File: config.mk
export PLATFORM = sky130hd
export DESIGN_NAME = disk_seek_order_scheduler
export DESIGN_NICKNAME = d
export VERILOG_FILES = /design/src/hw/rtl/dsos_pkg.sv /design/src/hw/rtl/dsos_ram.sv /design/src/hw/rtl/dsos_front.sv /design/src/hw/rtl/dsos_queue.sv /design/src/hw/rtl/dsos_back.sv /design/src/hw/rtl/disk_seek_order_scheduler.sv
export VERILOG_INCLUDE_DIRS = /design/src /design/src/hw/rtl
export SDC_FILE = /design/constraint.sdc
export NUM_CORES = 1
export LEC_CHECK = 0
export ABC_AREA = 1
export BUFFER_PORTS_ARGS = -buffer_cell sky130_fd_sc_hd__buf_2
export CORE_MARGIN = 2
export CORE_UTILIZATION = 30
export DETAILED_ROUTE_END_ITERATION = 8
export PLACE_DENSITY = 0.47
export SYNTH_ARGS = -nofsm -noshare
export SYNTH_HDL_FRONTEND = slang
export SYNTH_SLANG_ARGS = --single-unit
File: constraint.sdc
create_clock -name clk -period 10.2 [get_ports clk]
set_clock_uncertainty 0.15 [all_clocks]
set_input_delay 0.51 -clock clk [delete_from_list [all_inputs] [get_ports clk]]
set_output_delay 0.51 -clock clk [all_outputs]
set_load 0.01 [all_outputs]
File: src/hw/rtl/disk_seek_order_scheduler_assert.svh
// assertion macros for the disk seek order scheduler
`ifndef DISK_SEEK_ORDER_SCHEDULER_ASSERT_SVH
`define DISK_SEEK_ORDER_SCHEDULER_ASSERT_SVH
`ifndef SYNTHESIS
`define DSOS_CHECK_NOW(label, pre, post) \
	label: assert property (@(posedge clk) disable iff (!arst_n) (pre) |-> (post)) \
		else $error("dsos check failed");
`define DSOS_CHECK_NEXT(label, pre, post) \
	label: assert property (@(posedge clk) disable iff (!arst_n) (pre) |=> (post)) \
		else $error("dsos check failed");
`else
`define DSOS_CHECK_NOW(label, pre, post)
`define DSOS_CHECK_NEXT(label, pre, post)
`endif
`endif

File: src/hw/rtl/dsos_pkg.sv
// shared types and constants of the disk seek order scheduler
`default_nettype none
package dsos_pkg;
	localparam int MAX_REQUESTS = 32;
	localparam int IDX_W = (MAX_REQUESTS > 1) ? $clog2(MAX_REQUESTS) : 1;
	localparam int CNT_W = $clog2(MAX_REQUESTS + 1);
	localparam int CYL_W = 16;
	localparam int TOT_W = 22;
	localparam int KEY_W = CYL_W + IDX_W;
	localparam int QUEUE_DEPTH = 4;
	localparam int QPTR_W = $clog2(QUEUE_DEPTH);
	localparam int QCNT_W = $clog2(QUEUE_DEPTH + 1);
	localparam int CFG_IDX_W = 2;
	localparam int CFG_DATA_W = 16;

	localparam logic [1:0] MODE_FCFS = 2'd0;
	localparam logic [1:0] MODE_SCAN = 2'd1;
	localparam logic [1:0] MODE_CSCAN = 2'd2;

	localparam logic [CFG_IDX_W-1:0] REG_MODE = 2'd0;
	localparam logic [CFG_IDX_W-1:0] REG_DISK_MAX = 2'd1;
	localparam logic [CFG_IDX_W-1:0] REG_HEAD_START = 2'd2;

	typedef struct packed {
		logic [CYL_W-1:0] cylinder;
		logic last;
	} req_t;

	typedef struct packed {
		logic [CYL_W-1:0] from_pos;
		logic [CYL_W-1:0] to_pos;
		logic [CYL_W-1:0] distance;
		logic [TOT_W-1:0] total_seek;
		logic end_of_run;
	} move_t;

	typedef struct packed {
		logic [CYL_W-1:0] pos;
		logic last;
	} point_t;

	typedef struct packed {
		logic [1:0] mode;
		logic [CYL_W-1:0] disk_max;
		logic [CYL_W-1:0] head_start;
	} cfg_t;
endpackage
`default_nettype wire

File: src/hw/rtl/dsos_ram.sv
// generic single write port ram with registered read
`default_nettype none
module dsos_ram #(
	parameter int WIDTH = 16,
	parameter int DEPTH = 32
) (
	input  logic clk,
	input  logic we,
	input  logic [((DEPTH > 1) ? $clog2(DEPTH) : 1)-1:0] waddr,
	input  logic [WIDTH-1:0] wdata,
	input  logic re,
	input  logic [((DEPTH > 1) ? $clog2(DEPTH) : 1)-1:0] raddr,
	output logic [WIDTH-1:0] rdata
);
	logic [WIDTH-1:0] mem_q [DEPTH];
	logic [WIDTH-1:0] rdata_q;

	always_ff @(posedge clk) begin
		if (we) begin
			mem_q[waddr] <= wdata;
		end
		if (re) begin
			rdata_q <= mem_q[raddr];
		end
	end

	assign rdata = rdata_q;
endmodule
`default_nettype wire

File: src/hw/rtl/dsos_front.sv
// request loader and service order sequencer feeding the point queue
`default_nettype none
module dsos_front import dsos_pkg::*; (
	input  logic   clk,
	input  logic   arst_n,
	input  cfg_t   cfg,
	input  logic   req_valid,
	output logic   req_ready,
	input  req_t   req,
	output logic   push,
	output point_t push_point,
	input  logic   full
);
	localparam logic [2:0] S_LOAD   = 3'd0;
	localparam logic [2:0] S_HEAD   = 3'd1;
	localparam logic [2:0] S_SCAN   = 3'd2;
	localparam logic [2:0] S_PICK   = 3'd3;
	localparam logic [2:0] S_MAX    = 3'd4;
	localparam logic [2:0] S_ZERO   = 3'd5;
	localparam logic [2:0] S_FINISH = 3'd6;

	localparam logic [1:0] PH_ALL = 2'd0;
	localparam logic [1:0] PH_HI  = 2'd1;
	localparam logic [1:0] PH_LO  = 2'd2;

	logic [2:0]       state_q;
	logic [1:0]       ph_q;
	logic [CNT_W-1:0] count_q;
	logic [CNT_W-1:0] addr_q;
	logic             rd_v_s1;
	logic [IDX_W-1:0] idx_s1;
	logic             first_q;
	logic             found_q;
	logic [KEY_W-1:0] prev_key_q;
	logic [KEY_W-1:0] best_key_q;
	logic [CYL_W-1:0] best_pos_q;
	logic [CYL_W-1:0] pend_q;

	logic             accept;
	logic             wr_en;
	logic             issue;
	logic             pass_done;
	logic [CYL_W-1:0] rd_data;
	logic             below;
	logic             elig;
	logic             desc;
	logic [KEY_W-1:0] key;
	logic             after;
	logic             better;
	logic             take;
	logic             sweep;

	assign req_ready = (state_q == S_LOAD);
	assign accept    = req_valid && req_ready;
	assign wr_en     = accept && (count_q < CNT_W'(MAX_REQUESTS));
	assign issue     = (state_q == S_SCAN) && (addr_q < count_q);
	assign pass_done = (state_q == S_SCAN) && !issue && !rd_v_s1;
	assign sweep     = (cfg.mode == MODE_SCAN) || (cfg.mode == MODE_CSCAN);

	dsos_ram #(
		.WIDTH(CYL_W),
		.DEPTH(MAX_REQUESTS)
	) u_store (
		.clk  (clk),
		.we   (wr_en),
		.waddr(count_q[IDX_W-1:0]),
		.wdata(req.cylinder),
		.re   (issue),
		.raddr(addr_q[IDX_W-1:0]),
		.rdata(rd_data)
	);

	// selection key: index alone in the fcfs pass, else value then index, so equal cylinders still come out once each
	always_comb begin
		below = rd_data < cfg.head_start;
		unique case (ph_q)
			PH_ALL: elig = 1'b1;
			PH_HI: elig = !below;
			PH_LO: elig = below;
			default: elig = 1'b0;
		endcase
		key    = (ph_q == PH_ALL) ? {{CYL_W{1'b0}}, idx_s1} : {rd_data, idx_s1};
		desc   = (ph_q == PH_LO) && (cfg.mode == MODE_SCAN);
		after  = first_q || (desc ? (key < prev_key_q) : (key > prev_key_q));
		better = !found_q || (desc ? (key > best_key_q) : (key < best_key_q));
		take   = rd_v_s1 && elig && after && better;
	end

	always_comb begin
		push       = 1'b0;
		push_point = '{pos: pend_q, last: 1'b0};
		unique case (state_q) inside
			S_PICK: push = found_q && !full;
			S_MAX, S_ZERO: push = !full;
			S_FINISH: begin
				push            = !full;
				push_point.last = 1'b1;
			end
			default: push = 1'b0;
		endcase
	end

	always_ff @(posedge clk or negedge arst_n) begin
		if (!arst_n) begin
			state_q <= S_LOAD;
			ph_q    <= PH_ALL;
			count_q <= '0;
			addr_q  <= '0;
			rd_v_s1 <= 1'b0;
			first_q <= 1'b1;
			found_q <= 1'b0;
		end else begin
			rd_v_s1 <= issue;
			if (wr_en) begin
				count_q <= count_q + 1'b1;
			end
			unique case (state_q)
				S_LOAD: begin
					if (accept && req.last) begin
						state_q <= S_HEAD;
					end
				end
				S_HEAD: begin
					ph_q    <= sweep ? PH_HI : PH_ALL;
					first_q <= 1'b1;
					found_q <= 1'b0;
					addr_q  <= '0;
					state_q <= S_SCAN;
				end
				S_SCAN: begin
					if (issue) begin
						addr_q <= addr_q + 1'b1;
					end
					if (take) begin
						found_q <= 1'b1;
					end
					if (pass_done) begin
						state_q <= S_PICK;
					end
				end
				S_PICK: begin
					if (found_q) begin
						if (!full) begin
							first_q <= 1'b0;
							found_q <= 1'b0;
							addr_q  <= '0;
							state_q <= S_SCAN;
						end
					end else if (ph_q == PH_HI) begin
						state_q <= S_MAX;
					end else begin
						state_q <= S_FINISH;
					end
				end
				S_MAX: begin
					if (!full) begin
						if (cfg.mode == MODE_CSCAN) begin
							state_q <= S_ZERO;
						end else begin
							ph_q    <= PH_LO;
							first_q <= 1'b1;
							addr_q  <= '0;
							state_q <= S_SCAN;
						end
					end
				end
				S_ZERO: begin
					if (!full) begin
						ph_q    <= PH_LO;
						first_q <= 1'b1;
						addr_q  <= '0;
						state_q <= S_SCAN;
					end
				end
				S_FINISH: begin
					if (!full) begin
						count_q <= '0;
						state_q <= S_LOAD;
					end
				end
				default: state_q <= S_LOAD;
			endcase
		end
	end

	// payload side: pending point and best candidate of the current pass
	always_ff @(posedge clk) begin
		idx_s1 <= addr_q[IDX_W-1:0];
		if (take) begin
			best_key_q <= key;
			best_pos_q <= rd_data;
		end
		unique case (state_q)
			S_HEAD: pend_q <= cfg.head_start;
			S_PICK: begin
				if (found_q && !full) begin
					pend_q     <= best_pos_q;
					prev_key_q <= best_key_q;
				end
			end
			S_MAX: begin
				if (!full) begin
					pend_q <= cfg.disk_max;
				end
			end
			S_ZERO: begin
				if (!full) begin
					pend_q <= '0;
				end
			end
			default: pend_q <= pend_q;
		endcase
	end
endmodule
`default_nettype wire

File: src/hw/rtl/dsos_queue.sv
// short queue of service points between sequencer and move emitter
`default_nettype none
module dsos_queue import dsos_pkg::*; (
	input  logic   clk,
	input  logic   arst_n,
	input  logic   push,
	input  point_t push_point,
	output logic   full,
	input  logic   pop,
	output point_t pop_point,
	output logic   empty
);
	point_t            entry_q [QUEUE_DEPTH];
	logic [QPTR_W-1:0] wr_ptr_q;
	logic [QPTR_W-1:0] rd_ptr_q;
	logic [QCNT_W-1:0] cnt_q;

	assign full      = (cnt_q == QCNT_W'(QUEUE_DEPTH));
	assign empty     = (cnt_q == '0);
	assign pop_point = entry_q[rd_ptr_q];

	always_ff @(posedge clk or negedge arst_n) begin
		if (!arst_n) begin
			wr_ptr_q <= '0;
			rd_ptr_q <= '0;
			cnt_q    <= '0;
		end else begin
			if (push) begin
				wr_ptr_q <= wr_ptr_q + 1'b1;
			end
			if (pop) begin
				rd_ptr_q <= rd_ptr_q + 1'b1;
			end
			if (push && !pop) begin
				cnt_q <= cnt_q + 1'b1;
			end else if (pop && !push) begin
				cnt_q <= cnt_q - 1'b1;
			end
		end
	end

	always_ff @(posedge clk) begin
		if (push) begin
			entry_q[wr_ptr_q] <= push_point;
		end
	end
endmodule
`default_nettype wire

File: src/hw/rtl/dsos_back.sv
// move emitter: turns service points into head moves with running seek total
`default_nettype none
module dsos_back import dsos_pkg::*; (
	input  logic   clk,
	input  logic   arst_n,
	input  point_t pop_point,
	input  logic   empty,
	output logic   pop,
	output logic   move_valid,
	input  logic   move_ready,
	output move_t  move
);
	logic             first_q;
	logic             move_valid_q;
	move_t            move_q;
	logic [CYL_W-1:0] cur_q;
	logic [TOT_W-1:0] tot_q;
	logic [CYL_W-1:0] seek_len;
	logic [TOT_W-1:0] tot_next;

	// the first point of a batch is the start position and makes no move
	assign pop      = !empty && (first_q || !move_valid_q || move_ready);
	assign seek_len = (cur_q > pop_point.pos) ? (cur_q - pop_point.pos)
	                                          : (pop_point.pos - cur_q);
	assign tot_next = tot_q + TOT_W'(seek_len);

	assign move_valid = move_valid_q;
	assign move       = move_q;

	always_ff @(posedge clk or negedge arst_n) begin
		if (!arst_n) begin
			first_q      <= 1'b1;
			move_valid_q <= 1'b0;
		end else begin
			if (move_ready) begin
				move_valid_q <= 1'b0;
			end
			if (pop) begin
				if (first_q) begin
					first_q <= 1'b0;
				end else begin
					move_valid_q <= 1'b1;
					if (pop_point.last) begin
						first_q <= 1'b1;
					end
				end
			end
		end
	end

	always_ff @(posedge clk) begin
		if (pop) begin
			cur_q <= pop_point.pos;
			if (first_q) begin
				tot_q <= '0;
			end else begin
				tot_q             <= tot_next;
				move_q.from_pos   <= cur_q;
				move_q.to_pos     <= pop_point.pos;
				move_q.distance   <= seek_len;
				move_q.total_seek <= tot_next;
				move_q.end_of_run <= pop_point.last;
			end
		end
	end
endmodule
`default_nettype wire

File: src/hw/rtl/disk_seek_order_scheduler.sv
// Disk seek order scheduler. Cylinder requests load one per cycle into a
// 32-entry store until an item with last set arrives; further requests past
// a full store are dropped. The block then emits moves in first come first
// served, SCAN or circular SCAN order, starting at head_start. Each service
// point is chosen by a full pass over the store through its single read
// port, and the next point is not chosen before that pass is done;
// requests are not accepted while a batch is being ordered, and a
// four-entry point queue lets the move output stall on its own. There is no
// clearing pass after reset. Configuration writes (mode, disk_max,
// head_start) take effect at once and belong between batches.
`default_nettype none
`include "disk_seek_order_scheduler_assert.svh"
module disk_seek_order_scheduler import dsos_pkg::*; (
	input  logic                  clk,
	input  logic                  arst_n,
	input  logic                  cfg_we,
	input  logic [CFG_IDX_W-1:0]  cfg_index,
	input  logic [CFG_DATA_W-1:0] cfg_wdata,
	input  logic                  req_valid,
	output logic                  req_ready,
	input  req_t                  req,
	output logic                  move_valid,
	input  logic                  move_ready,
	output move_t                 move
);
	cfg_t   cfg_q;
	logic   push;
	point_t push_point;
	logic   full;
	logic   pop;
	point_t pop_point;
	logic   empty;

	always_ff @(posedge clk or negedge arst_n) begin
		if (!arst_n) begin
			cfg_q.mode       <= MODE_FCFS;
			cfg_q.disk_max   <= '1;
			cfg_q.head_start <= '0;
		end else if (cfg_we) begin
			unique case (cfg_index)
				REG_MODE: cfg_q.mode <= cfg_wdata[1:0];
				REG_DISK_MAX: cfg_q.disk_max <= cfg_wdata[CYL_W-1:0];
				REG_HEAD_START: cfg_q.head_start <= cfg_wdata[CYL_W-1:0];
				default: cfg_q <= cfg_q;
			endcase
		end
	end

	dsos_front u_front (
		.clk       (clk),
		.arst_n    (arst_n),
		.cfg       (cfg_q),
		.req_valid (req_valid),
		.req_ready (req_ready),
		.req       (req),
		.push      (push),
		.push_point(push_point),
		.full      (full)
	);

	dsos_queue u_queue (
		.clk       (clk),
		.arst_n    (arst_n),
		.push      (push),
		.push_point(push_point),
		.full      (full),
		.pop       (pop),
		.pop_point (pop_point),
		.empty     (empty)
	);

	dsos_back u_back (
		.clk       (clk),
		.arst_n    (arst_n),
		.pop_point (pop_point),
		.empty     (empty),
		.pop       (pop),
		.move_valid(move_valid),
		.move_ready(move_ready),
		.move      (move)
	);

	`DSOS_CHECK_NOW(a_no_push_full, push, !full)
	`DSOS_CHECK_NOW(a_no_pop_empty, pop, !empty)
	`DSOS_CHECK_NEXT(a_reload_after_batch, push && push_point.last, req_ready)
	`DSOS_CHECK_NOW(a_total_covers_move, move_valid, move.total_seek >= TOT_W'(move.distance))
endmodule
`default_nettype wire

# Yosys cells after proc, flatten, opt, wreduce, memory -nomap -nowiden
# Memory sizes are Yosys's and may differ from the RTL's. A register that Yosys moved wholly into a read port is not among the register bits.
# Index checks and enable logic that the tools add are counted.
word_totals:
  wordCells: 175
  reg_bits: 251
  ramBits: 580
  mem_count: 2
  output_inout_bits: 73
  in_bits: 40
memory_table:
  columns: ["name", "depth", "width", "rd", "rd_ports_with_merged_regs", "write_ports", "line_no", "source"]
  rows:
  - ["u_front.u_store.mem_q", 32, 16, 1, 1, 1, "dsos_ram.sv:15", "logic [WIDTH-1:0] mem_q [DEPTH];"]
  - ["u_queue.entry_q", 4, 17, 1, 0, 1, "dsos_queue.sv:13", "point_t entry_q [QUEUE_DEPTH];"]
classes:
  n_mux: 55
  n_reduce_logical: 49
  eq_ne: 24
  n_addsub: 9
  n_lt_le_gt_ge: 8
  bitwise_logic: 1
op_table:
  columns: ["operator", "count"]
  rows:
  - ["$mux W16", 4]
  - ["$pmux W16 S4", 1]
  - ["$mux W6", 8]
  - ["$gt A21 B21 Y1", 2]
  - ["$lt A21 B21 Y1", 2]
  - ["$sub A16 B16 Y16", 2]
  - ["$pmux W6 S5", 1]
  - ["$mux W3", 9]
  - ["$add A22 B16 Y22", 1]
  - ["$mux W1", 21]
  - ["$mux W21", 1]
  - ["$pmux W3 S7", 1]
  - ["$gt A16 B16 Y1", 1]
  - ["$lt A16 B16 Y1", 1]
  - ["$logic_and A1 B1 Y1", 14]
  - ["$ne A2 B2 Y1 const B", 7]
  - ["$add A6 B1 Y6 const B", 2]
  - ["$eq A3 B3 Y1 const B", 4]
  - ["$reduce_and A2 Y1", 6]
  - ["$reduce_and A4 Y1", 3]
  - ["$logic_not A1 Y1", 9]
  - ["$mux W2", 4]
  - ["$ne A2 B1 Y1 const B", 4]
  - ["$eq A2 B1 Y1 const B", 3]
  - ["other kinds (23)", 35]

# Longest topological paths before layout
logic_depth:
  word_depth: 9
  depth_mapped: 34
  mapped_depth_nobuf: 30

# Cells and area by module
# From an unflattened synthesis, not the netlist that was laid out.
hier_totals:
  hier_cells: 3698
  area_unflattened_um2: 38908.6
by_module_without_submodules:
  columns: ["module", "area_per_inst_um2", "cells_per_inst", "instances"]
  rows:
  - ["dsos_ram", 21461.8, 1794, 1]
  - ["dsos_back", 6935.4, 862, 1]
  - ["dsos_front", 5824.3, 642, 1]
  - ["dsos_queue", 3164.3, 246, 1]
  - ["disk_seek_order_scheduler", 1522.7, 154, 1]

# Worst setup path before layout
# OpenSTA, ideal clock, no wires.
synth_timing:
  kind: "register to register"
  startpoint: "register u_queue.rd_ptr_q[0]"
  endpoint: "register u_back.tot_q[20], data pin"
  period_less_slack_ps: 4617
  setup_slack_ps: 5583
  path_stages_with_launch: 31
  t_arrival_ps: 4201
  required_time_ps: 9784
  cell_sequence: "dfrtp_1 > clkbuf_1 > clkinv_1 > clkbuf_1 > nand2_1 > a32oi_1 > inv_1 > fa_1 > nand2_1 > nand2_2 > a21oi_4 > o21bai_2 > nand2_1 > nand2_1 > nand2_4 > nand2_1 > o21ai_1 > inv_1 > fa_1 > inv_1 > nand2_1 > o21ai_2 > a21oi_2 > inv_2 > nand2_1 > nand2_1 > nand3_1 > nand2_1 > nand2_1 > xor2_1 > nor2_1"
synth_lines:
  columns: ["item", "line_no", "source"]
  rows:
  - ["start, declared", "dsos_queue.sv:15", "logic [QPTR_W-1:0] rd_ptr_q;"]
  - ["start signal, assigned", "dsos_queue.sv:32", "rd_ptr_q <= rd_ptr_q + 1'b1;"]
  - ["end signal, assigned", "dsos_back.sv:57", "tot_q <= tot_next;"]
  - ["end, declared", "dsos_back.sv:17", "logic [TOT_W-1:0] tot_q;"]

==> results.yml <==
placed_design:
  place_hpwl_mm: 60.17
  gp_congestion: 0.8420
  dp_cells: 4735
  port_buffers: 112
cells_and_area:
  drive_gt1_frac: 0.1149
  syn_to_final_growth_pct: 15.01
  multiInputGateArea_um2: 9899
  layout.cells.non_filler: 4917
  regArea_um2: 25100
  nets: 3382
  finish.utilization: 0.3471
  fillCellCount: 12130
grt:
  grt_usage: 0.1563
  met1_usage: 0.2102
  grt-ovfl-total: 0
  use_met3: 0.02201
  grt-busiest-layer: "met2"
  grt_pass1_wl_mm: 147.6
  use_met2: 0.2593
  grt_pass1_vias: 23030
  grt_max_degree: 172
  antenna_found_initial: 3
timing:
  rsz0062_at_grt: "no"
  fmax_mhz: 174.1
  setup_viol: 0
  period_needed_ps: 5745
  finalSetupTns_ps: 0
  max_slew.worst_pin.slew_ps: 1143
  hold_viol_final: 0
  slew_headroom: 0.2371
  fin_crit_sh: 0.5632
  slew_violations: 0
floorplanning:
  fp.dieArea_um2: 125100
  die_height_um: 353.7
  ioPinCount: 113
  rows: 128
  die_width_um: 353.7
  core-area_um2: 121600
  start_util: 0.3018
worst_setup_path:
  path_class: "reg -> reg"
  end_kind: "flip-flop"
  ff2ff_setup_slack_ps: 4460
  ff2ff_path_depth: 28
  crit_required_ps: 10460
  crit_family: "buffers and inverters"
  critical_path_arrival_ps: 6010
  rr_endpoint: "u_back.tot_q[12]"
  critPathMostFrequentCell: "nand2_1"
  critical-path-max-stage-delay_ps: 890
  cp_slowest_cell: "clkinv_1"
  r2r_start: "u_queue.rd_ptr_q[0]"
  cp_max_fo: 36
  path_buf_inv: 5
  start_kind: "flip-flop"
power_and_ir_drop:
  combPwrFrac: 0.450
  p_seq_frac: 0.339
  leakagePower_nw: 15.53
  power.switching_mw: 6.648
  max-vdd-ir-drop_v: 0.0003215
  p_int_mw: 9.012
  swShare: 0.4245
  pwr-share-clk: 0.212
  power_density_nw_per_um2: 371.1
clock_tree:
  tritoncts: "built"
  cts.sinks: 847
  clkSlewWorstSetupHoldPaths_ps: 60
  numCtsBuffers: 93
  htree_levels: 3
  cts_resized: 0
  clock_path_buffers: 3
  cts_root_buf: "clkbuf_16"
  post_cts_buffers: 0
  insertion_delay_ps: 680
route:
  drc: 0
  detail_route.vias_per_cell: 4.740
  drtIter0Drc: 1627
  totalWireLength_mm: 99.02
  vias: 23310
  firstDrtPassIters: 5
  wl_per_cell_um: 20.14
  antenna_left: 0
synthesis:
  syn_inst: 3081
  async_flop_share: 0.07438
  yosys.area.top_type: "edfxtp_1"
  synthFlopType: "edfxtp_1"
  yosysWarnings: 0
  synth-seq-cells: 847
  synth.top_cell.area_share: 0.6376
  synthTopCellsByArea: "edfxtp_1 (64%), nand2_1 (4.3%), ha_1 (4.2%), nor2_1 (4.1%), o21ai_0 (3.5%)"
  syn_area_um2: 36690
  ys_types: 58
  synth-edff-count: 779
  synth_area_per_cell_um2: 11.91
  ys_seq_area_frac: 0.6839
  synth_commonest_cells: "edfxtp_1 (779), nand2_1 (421), nor2_1 (402)"
  synth_most_common_cell: "edfxtp_1"
  syn-num-nets: 3247
status:
  outcome: "finished clean"
hold_path:
  hold_start: "cfg_wdata[2]"
  whs_path_depth: 3
  worstHoldPathType: "in -> reg"
  hold_path_end: "cfg_q[18]"
flow_run:
  maxCapViolations: 0
## worst reg2reg max path: cells and delay by family (launching register included)
| kind | cells | cell delay (ps) |
|---|---|---|
| DFF | 1 | 320 |
| buffers and inverters | 5 | 1590 |
| AOI/OAI and AO/OA | 8 | 1230 |
| and+or+nand+nor | 12 | 1400 |
| adders and majority gates | 3 | 840 |
## placed cells by master (no fill, tap or decap), types with 13 or more instances in the layout
cell	n
edfxtp_1	779
nand2_1	421
nor2_1	390
inv_1	267
o21ai_0	257
ha_1	122
buf_2	111
a21oi_1	97
o21ai_1	97
clkbuf_16	93
nand3_1	87
o22ai_1	83
o221ai_1	50
buf_4	50
dfrtp_1	42
xor2_1	39
clkbuf_1	27
nand4_1	23
clkinv_1	22
dfstp_2	18
a32oi_1	16
o211ai_1	16
inv_2	15
nor3_1	15
nor2_2	13
## cell type report
cell class                      instances  share of cell area
Clock inverter                         46             0.01145
Multi-Input combinational cell       1809              0.2346
Antenna cell                            1          0.00005930
Inverter                              291             0.02636
Sequential cell                       847              0.5949
Timing Repair Buffer                  174             0.02562
Tap cell                             1625             0.04819
Clock buffer                          124             0.05886
## what timing repair did
item | in CTS | in global routing
endpoints found under the hold margin | 29 | 0
hold buffers | 11 | 0
endpoints found under the setup margin | 0 | 0
## how the worst max path moves through the flow
stage          cells after the start          endpoint           startpoint
2_1_floorplan                     30  u_back.tot_q[20]  u_queue.rd_ptr_q[0]
5_1_grt                           27  u_back.tot_q[13]  u_queue.rd_ptr_q[0]
3_5_place_dp                      28  u_back.tot_q[12]  u_queue.rd_ptr_q[0]
3_3_place_gp                      25  u_back.tot_q[20]  u_queue.rd_ptr_q[0]
4_1_cts                           27  u_back.tot_q[13]  u_queue.rd_ptr_q[0]
6_report                          28  u_back.tot_q[12]  u_queue.rd_ptr_q[0]
## per-layer routing
layer / part of all wire / up-vias
met1: 0.45 / 11450
li1: - / 11190
met3: 0.042 / 143
met4: 0.030 / 4
met2: 0.48 / 524
met5: 0.00030 / -
## flip-flops by register name, indices dropped and copies added, names as in the netlist, 6 cells and up
| register | cells |
|---|---|
| u_front.u_store.rdata | 16 |
| u_front.best_key_q | 21 |
| u_front.prev_key_q | 21 |
| u_front.u_store.mem_q | 512 |
| u_back.move | 71 |
| u_back.tot_q | 22 |
| u_front.best_pos_q | 16 |
| u_queue.entry_q | 68 |
| u_back.cur_q | 16 |
| u_front.count_q | 6 |
| u_front.addr_q | 6 |
| cfg_q | 34 |
| u_front.pend_q | 16 |
## power by group through the flow
stage	logic, mW	clock network [mW]	registers (mW)
floorplan	4.90	0	5.28
global placement	7.13	0	5.39
detailed placement	7.14	0	5.39
CTS	7.16	3.39	5.32
global route	8.00	3.53	5.37
finish	7.04	3.32	5.30
## stage by stage
stage | power [mW] | hold WS [ps] | setup WS [ps] | cell area [um2]
floorplan | 10.18 | 64.41 | 5583 | 36690
global placement | 12.52 | 213.4 | 4472 | 39120
detailed placement | 12.53 | 215.2 | 4402 | 39120
CTS | 15.87 | 0.5109 | 4411 | 42190
global route | 16.90 | 24.14 | 3823 | 42190
finish | 15.66 | 17.21 | 4455 | 42200
## cells by family (layout without fill, tap and decap cells)
| group | count (synthesis) | after routing | share of synthesized area |
|---|---|---|---|
| buffers and inverters | 425 | 635 | 0.04764 |
| other | 0 | 1 | 0 |
| AO/OA/AOI/OAI | 657 | 657 | 0.1044 |
| flip-flops | 847 | 847 | 0.6839 |
| multiplexers | 1 | 1 | 0.0003069 |
| AND/OR/NAND/NOR | 977 | 977 | 0.1085 |
| XOR/XNOR | 48 | 48 | 0.01146 |
| adder cells (fa/ha/maj) | 126 | 126 | 0.04379 |
No activity file was read; power rests on OpenSTA's default activity.
